File: src/design/rpk_pkg.sv
`default_nettype none
package rpk_pkg;
	localparam int unsigned WindowSizeDef = 131072;
	localparam int unsigned DrainMaxDef   = 64;

	localparam logic [2:0] ST_OK       = 3'd0;
	localparam logic [2:0] ST_PENDING  = 3'd1;
	localparam logic [2:0] ST_REFUSED  = 3'd2;
	localparam logic [2:0] ST_BAD_DIST = 3'd3;
	localparam logic [2:0] ST_FINISHED = 3'd4;
	localparam logic [2:0] ST_OVER     = 3'd5;

	localparam logic [0:0] CMD_BYTE  = 1'b0;
	localparam logic [0:0] CMD_DRAIN = 1'b1;

	// Parse phases of the command parser.
	typedef enum logic [2:0] {
		PH_FIRST = 3'd0,
		PH_B1    = 3'd1,
		PH_B2    = 3'd2,
		PH_B3    = 3'd3,
		PH_LIT   = 3'd4,
		PH_COPY  = 3'd5
	} phase_t;

	// Sequencer states of the top level.
	typedef enum logic [1:0] {
		S_IDLE,
		S_RESULT,
		S_READ,
		S_EMIT
	} seq_t;

	// One result item.
	typedef struct packed {
		logic        out_valid;
		logic [7:0]  out_byte;
		logic        last;
		logic [2:0]  status;
		logic [31:0] produced_count;
	} result_t;
endpackage
`default_nettype wire

File: src/design/rpk_if.sv
`default_nettype none


interface rpk_out_if;
	logic        valid;
	logic        ready;
	logic        out_valid;
	logic [7:0]  out_byte;
	logic        last;
	logic [2:0]  status;
	logic [31:0] produced_count;
	modport source (output valid, output out_valid, output out_byte, output last,
		output status, output produced_count, input ready);
	modport sink (input valid, input out_valid, input out_byte, input last,
		input status, input produced_count, output ready);
endinterface

`default_nettype wire

File: src/design/rpk_out_reg.sv
`default_nettype none
module rpk_out_reg (
	input  wire logic             clk,
	input  wire logic             arst_n,
	input  wire logic             load,
	input  wire rpk_pkg::result_t res,
	output logic                  full,
	rpk_out_if.source             out_ch
);
	rpk_pkg::result_t res_q;
	logic             full_q;

	// Output register: holds one result until the sink takes it.
	always_ff @(posedge clk or negedge arst_n) begin
		if (!arst_n) begin
			full_q <= 1'b0;
		end else if (load) begin
			full_q <= 1'b1;
		end else if (out_ch.ready) begin
			full_q <= 1'b0;
		end
	end

	always_ff @(posedge clk) begin
		if (load) begin
			res_q <= res;
		end
	end

	assign full                  = full_q && !out_ch.ready;
	assign out_ch.valid          = full_q;
	assign out_ch.out_valid      = res_q.out_valid;
	assign out_ch.out_byte       = res_q.out_byte;
	assign out_ch.last           = res_q.last;
	assign out_ch.status         = res_q.status;
	assign out_ch.produced_count = res_q.produced_count;
endmodule
`default_nettype wire

File: src/flat_wrapper.sv
// flat-port wrapper written by rule: the top's interface ports become plain ports
module rpk_out_reg_flat 
  (clk, arst_n, load, res, full, out_ch_valid, out_ch_out_valid, out_ch_out_byte, out_ch_last, out_ch_status, out_ch_produced_count, out_ch_ready);
  rpk_out_if out_ch_i ();
  input  wire logic clk;
  input  wire logic arst_n;
  input  wire logic load;
  input  wire rpk_pkg::result_t res;
  output logic full;
  output wire logic [$bits(out_ch_i.valid)-1:0] out_ch_valid;
  output wire logic [$bits(out_ch_i.out_valid)-1:0] out_ch_out_valid;
  output wire logic [$bits(out_ch_i.out_byte)-1:0] out_ch_out_byte;
  output wire logic [$bits(out_ch_i.last)-1:0] out_ch_last;
  output wire logic [$bits(out_ch_i.status)-1:0] out_ch_status;
  output wire logic [$bits(out_ch_i.produced_count)-1:0] out_ch_produced_count;
  input wire logic [$bits(out_ch_i.ready)-1:0] out_ch_ready;
  assign out_ch_valid = out_ch_i.valid;
  assign out_ch_out_valid = out_ch_i.out_valid;
  assign out_ch_out_byte = out_ch_i.out_byte;
  assign out_ch_last = out_ch_i.last;
  assign out_ch_status = out_ch_i.status;
  assign out_ch_produced_count = out_ch_i.produced_count;
  assign out_ch_i.ready = out_ch_ready;
  rpk_out_reg u_core (.clk(clk), .arst_n(arst_n), .load(load), .res(res), .full(full), .out_ch(out_ch_i));
endmodule
File: config.mk
export PLATFORM = sky130hd
export DESIGN_NAME = rpk_out_reg_flat
export DESIGN_NICKNAME = d
export VERILOG_FILES = /design/src/design/rpk_pkg.sv /design/src/design/rpk_if.sv /design/src/design/rpk_out_reg.sv /design/src/flat_wrapper.sv
export SDC_FILE = /design/constraint.sdc
export NUM_CORES = 1
export LEC_CHECK = 0
export ABC_CLOCK_PERIOD_IN_PS = 1000
export BUFFER_PORTS_ARGS = -buffer_cell sky130_fd_sc_hd__buf_2
export CAP_MARGIN = 20
export CORE_ASPECT_RATIO = 2
export CORE_UTILIZATION = 30
export DETAILED_ROUTE_END_ITERATION = 8
export MAX_ROUTING_LAYER = met4
export PLACE_DENSITY_LB_ADDON = 0.3
export SYNTH_ARGS = -nofsm -noshare
export SYNTH_HDL_FRONTEND = slang
export SYNTH_SLANG_ARGS = --single-unit
File: constraint.sdc
create_clock -name clk -period 1 [get_ports clk]
set_input_delay 0.3 -clock clk [delete_from_list [all_inputs] [get_ports clk]]
set_output_delay 0.3 -clock clk [all_outputs]
set_load 0.02 [all_outputs]
==> results of run 1 <==
## sequential cells by signal (all words and copies together) (netlist names)
name	cells
u_core.out_ch.out_byte	8
u_core.out_ch.last	1
u_core.out_ch.status	3
u_core.out_ch.produced_count	32
u_core.out_ch.out_valid	1
u_core.out_ch.valid	1
## cell usage in the layout, fill, tap and decap left out, drive strengths merged
master and count:
dlygate4sd3 1, edfxtp 45, dfrtp 1, clkbuf 8
nor2b 1, buf 97, or2 1
## critical path: cells and delay by family (launching register included)
| family | cells | cell delay, ns |
|---|---|---|
| AND/OR/NAND/NOR | 1 | 0.13 |
| flip-flops | 1 | 0.38 |
| buffers and inverters | 1 | 0.12 |
## repair_timing
| item | 4_1_cts | 5_1_grt |
|---|---|---|
| setup endpoints to repair | 47 | 47 |
| gates resized for setup | 28 | 28 |
| hold endpoints to repair | 1 | 0 |
| hold buffers | 1 | 0 |
| pin swaps | 0 | 0 |
## cell families after synthesis
group | count (synthesis) | share of synthesized area, %
AND/OR/NAND/NOR | 2 | 1.434
flip-flops | 46 | 98.57
## routing by layer
layer | routed length (um) | share of wire (%)
met1 | 905 | 32
met2 | 1680 | 59
met3 | 182 | 6.4
met4 | 65 | 2.3
met5 | 0 | 0
## metrics by stage
stage | hold WS [ns] | instance area [um^2] | power [mW] | setup WS, ns | setup TNS, ns
3_3_place_gp | 0.07589 | 1967 | 2.838 | 0.03741 | 0
6_report | 0.1851 | 2262 | 4.177 | -0.2152 | -5.334
3_5_place_dp | 0.07694 | 1967 | 2.856 | 0.02736 | 0
2_1_floorplan | 0.004409 | 1396 | 2.577 | 0.02779 | 0
5_1_grt | 0.1589 | 2262 | 4.366 | -0.2611 | -7.372
4_1_cts | 0.1707 | 2175 | 4.186 | -0.2347 | -6.170
## Yosys cell counts, drive strengths merged
cell,number
edfxtp,45
dfrtp,1
or2,1
nor2b,1
## where the power goes
group / switching, mW / total (mW) / internal [mW]
clock: 0.551 / 1.25 / 0.697
combinational: 0.310 / 0.592 / 0.282
sequential: 0.0529 / 2.34 / 2.28
total: 0.914 / 4.18 / 3.26
## area by class of cell
cell class	count	area, um^2
fill	402	2162
timing repair buffer	98	688.2
tap	54	67.56
clock buffer	8	110.1
multi-input combinational	2	20.02
sequential	46	1376
## how the worst max path moves through the flow
| stage | from | to |
|---|---|---|
| 2_1_floorplan | u_core.out_ch.valid | full |
| 3_3_place_gp | out_ch_ready | full |
| 3_5_place_dp | out_ch_ready | full |
| 4_1_cts | u_core.out_ch.valid | full |
| 5_1_grt | u_core.out_ch.valid | full |
| 6_report | u_core.out_ch.valid | full |
==> reports/metrics.yaml, run 1 <==
outcome: "finished with violations"
violations: "negative setup slack"
arrival_ns: 0.92
dr.pass1.iters: 4
period_minus_slack_ns: 1.215
p_leak_nw: 0.9707
num-nets-final: 202
numCtsBuffers: 5
endpoint_kind: "output port"
drive_above_1_share_pct: 68.83
cts_tree: "done"
grt_pass1_wl_um: 4126
r2r-start: "u_core.out_ch.valid"
gp_congestion: 0.6722
die_y_um: 98.48
max_stage_delay_ns: 0.38
start_util_pct: 31.56
core_area_um2: 4424
ys.warnings.count: 0
route.detailed.drc: 0
io-pin-count: 96
yosysTopAreaCell: "edfxtp_1"
grt_max_degree: 34
met2_usage_pct: 19.69
cp_max_fo: 2
ff2ff_setup_slack_ns: 0.19
yosysTopAreaCellShare_pct: 96.77
post-route-util_pct: 51.13
synth_seq_area_share_pct: 98.57
hold_depth: 1
grt_pass1_vias: 851
overflow: 0
diodes: 0
syn_inst: 48
ys_ff_latch: 46
antenna_found_initial: 0
cp-start-kind: "flop"
cp_cell_sequence: "nor2b_4 > buf_6"
syn_to_final_growth_pct: 62.01
cts_root_buf: "clkbuf_8"
wirelength_um: 2832
hold_path.startpoint: "res[36]"
drt_iter0_markers: 17
setup_viol: 47
cts_buffer_depth: 2
maxCapViolCount: 0
cts.clk_slew.worst_paths_ns: 0.08
worstMarginPinSlew_ns: 0.1780
ys_types: 4
fin_worst_skew_ns: 0
grtUsageMet3_pct: 3.395
dpl.cell_count: 199
rsz0062_at_grt: "yes"
syn_nets: 97
placementRows: 34
htree_levels: 2
insertion_delay_ns: 0.28
hp-class: "primary input to flop"
period_share_pct: 121.5
maxSlewViolCount: 0
track_usage_pct: 12.22
ant_nets: 0
rr_worst_depth: 2
relSlewSlack_pct: 88.13
path_class: "flop to output port"
busiest_layer: "met2"
die_area_um2: 4948
r2r_end: "u_core.out_ch.valid"
vias: 840
powerDensity_nw_per_um2: 1846
post_cts_buffers: 0
cp_slowest_cell: "dfrtp_1"
fmax_mhz: 822.9
syn_area_per_cell_um2: 29.09
syn_area_um2: 1396
port_buffers: 95
cts.sinks: 46
netlist_top_cells_area: "edfxtp_1, dfrtp_1, nor2b_4"
fin_ws_ns: -0.2152
hold_viol: 0
die-width_um: 50.24
required_ns: 0.70
peakVddDrop_uv: 1106
avgViaCountPerCell: 4.038
hold-path-endpoint: "u_core.out_ch.out_byte[0]"
met1_usage_pct: 12.63
final_cells: 208
wire_per_inst_um: 13.62
No activity file was read; power rests on OpenSTA's default activity.
==> run 2: changes to the inputs <==
--- a/config.mk
+++ b/config.mk
@@ -9,7 +9,7 @@
 export BUFFER_PORTS_ARGS = -buffer_cell sky130_fd_sc_hd__buf_2
 export CAP_MARGIN = 20
 export CORE_ASPECT_RATIO = 2
-export CORE_UTILIZATION = 30
+export CORE_UTILIZATION = 40
 export DETAILED_ROUTE_END_ITERATION = 8
 export MAX_ROUTING_LAYER = met4
 export PLACE_DENSITY_LB_ADDON = 0.3
==> constraint.sdc (replaced) <==
create_clock -name clk -period 1 [get_ports clk]
set_input_delay 0.05 -clock clk [delete_from_list [all_inputs] [get_ports clk]]
set_output_delay 0.05 -clock clk [all_outputs]
set_load 0.02 [all_outputs]
==> run 2 against run 1 <==
  * The run ends with design-rule violations left
  * Die area is 24% lower
  * Sequential cell count unchanged
  * Sequential share of layout area fell by 6.3 points
  * Register-to-register slack is essentially flat
  * Clock power rose by 5%
  * Core utilization increased by 24 points
  * Clock-buffer cell count down 1
  * Final cell count increased by 11%
==> reports/metrics.yaml, run 2 (synthesis gave the netlist of run 1 again) <==
fin_worst_skew_ns: 0
p_comb_share_pct: 15.0
antenna_found_initial: 0
cts_buffer_depth: 2
numCtsBuffers: 5
ant_nets: 0
largest_reg_flops: 32
arrival_ns: 0.93
avgViaCountPerCell: 4.442
cp_max_fo: 2
r2r-start: "u_core.out_ch.valid"
grt_pass1_vias: 1075
core_area_um2: 3378
final_cell_mix: "buf_2, dlygate4sd3_1, edfxtp_1"
die_area_um2: 3746
die-width_um: 43.78
fillers: 234
maxSlewViolCount: 0
rsz0062_at_grt: "yes"
period_minus_slack_ns: 0.9787
wirelength_um: 3258
wire_per_inst_um: 14.10
startpoint: "u_core.out_ch.valid"
final_cells: 231
rr_worst_depth: 2
p_int_mw: 3.332
die_y_um: 85.56
powerDensity_nw_per_um2: 1690
placementRows: 30
relSlewSlack_pct: 90.62
worstMarginPinSlew_ns: 0.1408
dpl.cell_count: 177
vias: 1026
port_buffers: 95
peakVddDrop_uv: 1582
power_switching_share_pct: 21.89
p_leak_nw: 1.101
path_class: "flop to output port"
endpoint_kind: "output port"
cts_root_buf: "clkbuf_8"
gp_congestion: 0.6471
insertion_delay_ns: 0.29
pwr-share-clk_pct: 30.7
hold_viol: 0
grt_pass1_wl_um: 4719
io-pin-count: 96
violations: "design-rule violations"
cts.sinks: 46
drive_above_1_share_pct: 52.26
overflow: 0
period_share_pct: 97.87
p_sw_mw: 0.9340
syn_to_final_growth_pct: 80.82
endpoint: "full"
setup_viol: 0
r2r_end: "u_core.out_ch.valid"
fmax_mhz: 1022
num-nets-final: 247
post-route-util_pct: 74.74
grt_max_degree: 27
diodes: 0
ff2ff_setup_slack_ns: 0.18
required_ns: 0.95
start_util_pct: 41.33
mostFrequentLayoutCell: "buf_2"
cp-start-kind: "flop"
route.detailed.drc: 6
hp-class: "primary input to async pin"
drt_iter0_markers: 37
outcome: "finished with violations"
maxCapViolCount: 0
htree_levels: 2
cts.clk_slew.worst_paths_ns: 0.08
dr.pass1.iters: 6
cts_tree: "done"
track_usage_pct: 19.48
power_frac_seq_pct: 54.3
post_cts_buffers: 0
run 2: changes by cell type in the layout (fill, tap and decap cells not counted), sizes merged:
cell / before / now
dlygate4sd3: 1 / 46
clkbuf: 8 / 7
bufinv: 0 / 1
run 2: final cells by class:
cell class / instances / area (um^2) / area share (%)
flip-flops and latches: 46 / 1376 / 54.51
clock buffers: 7 / 76.32 / 3.023
clock inverters: 1 / 30.03 / 1.189
multi-input cells: 2 / 20.02 / 0.7929
well taps: 32 / 40.04 / 1.586
repair buffers: 143 / 982.2 / 38.90
run 2: worst min-delay path by stage:
| stage | endpoint | cells after the start |
|---|---|---|
| finish | u_core.out_ch.valid | 2 |
| global route | u_core.out_ch.valid | 2 |
| CTS | u_core.out_ch.valid | 2 |
| detailed placement | u_core.out_ch.valid | 1 |
| global placement | u_core.out_ch.valid | 1 |
| floorplan | u_core.out_ch.valid | 0 |
run 2: critical path, cell delays in order (launching register included):
cell     delay [ns]
dfrtp_1        0.38
nor2b_4        0.13
buf_6          0.12
run 2: stage by stage:
step	hold slack [ns]	power, mW	worst slack, ns	TNS, ns	cell area (um^2)
global placement	-0.1748	2.836	0.2158	0	1952
global route	0.05093	4.427	-0.02927	-0.02927	2525
CTS	0.02748	4.315	0.007037	0	2525
detailed placement	-0.1749	2.858	0.1911	0	1952
floorplan	-0.2456	2.577	0.07559	0	1396
finish	0.05898	4.266	0.02134	0	2525
run 2: repair_timing:
item | CTS | global route
endpoints found under the setup margin | 1 | 1
hold buffers | 46 | 0
resized for setup | 2 | 0
endpoints found under the hold margin | 46 | 0
run 2: layer usage:
metal	vias up	wire length, um	track usage [%]
met4	0	87	12.22
li1	490	-	-
met5	-	0	-
met1	470	940	15.93
met3	8	241	5.263
met2	58	1989	35.28
run 2: power groups by stage:
stage	logic [mW]	clock network (mW)	registers, mW
after global routing	0.675	1.42	2.33
after floorplan	0.0107	0	2.57
after detailed placement	0.496	0	2.36
final	0.640	1.31	2.32
after CTS	0.639	1.36	2.32
after global placement	0.484	0	2.35
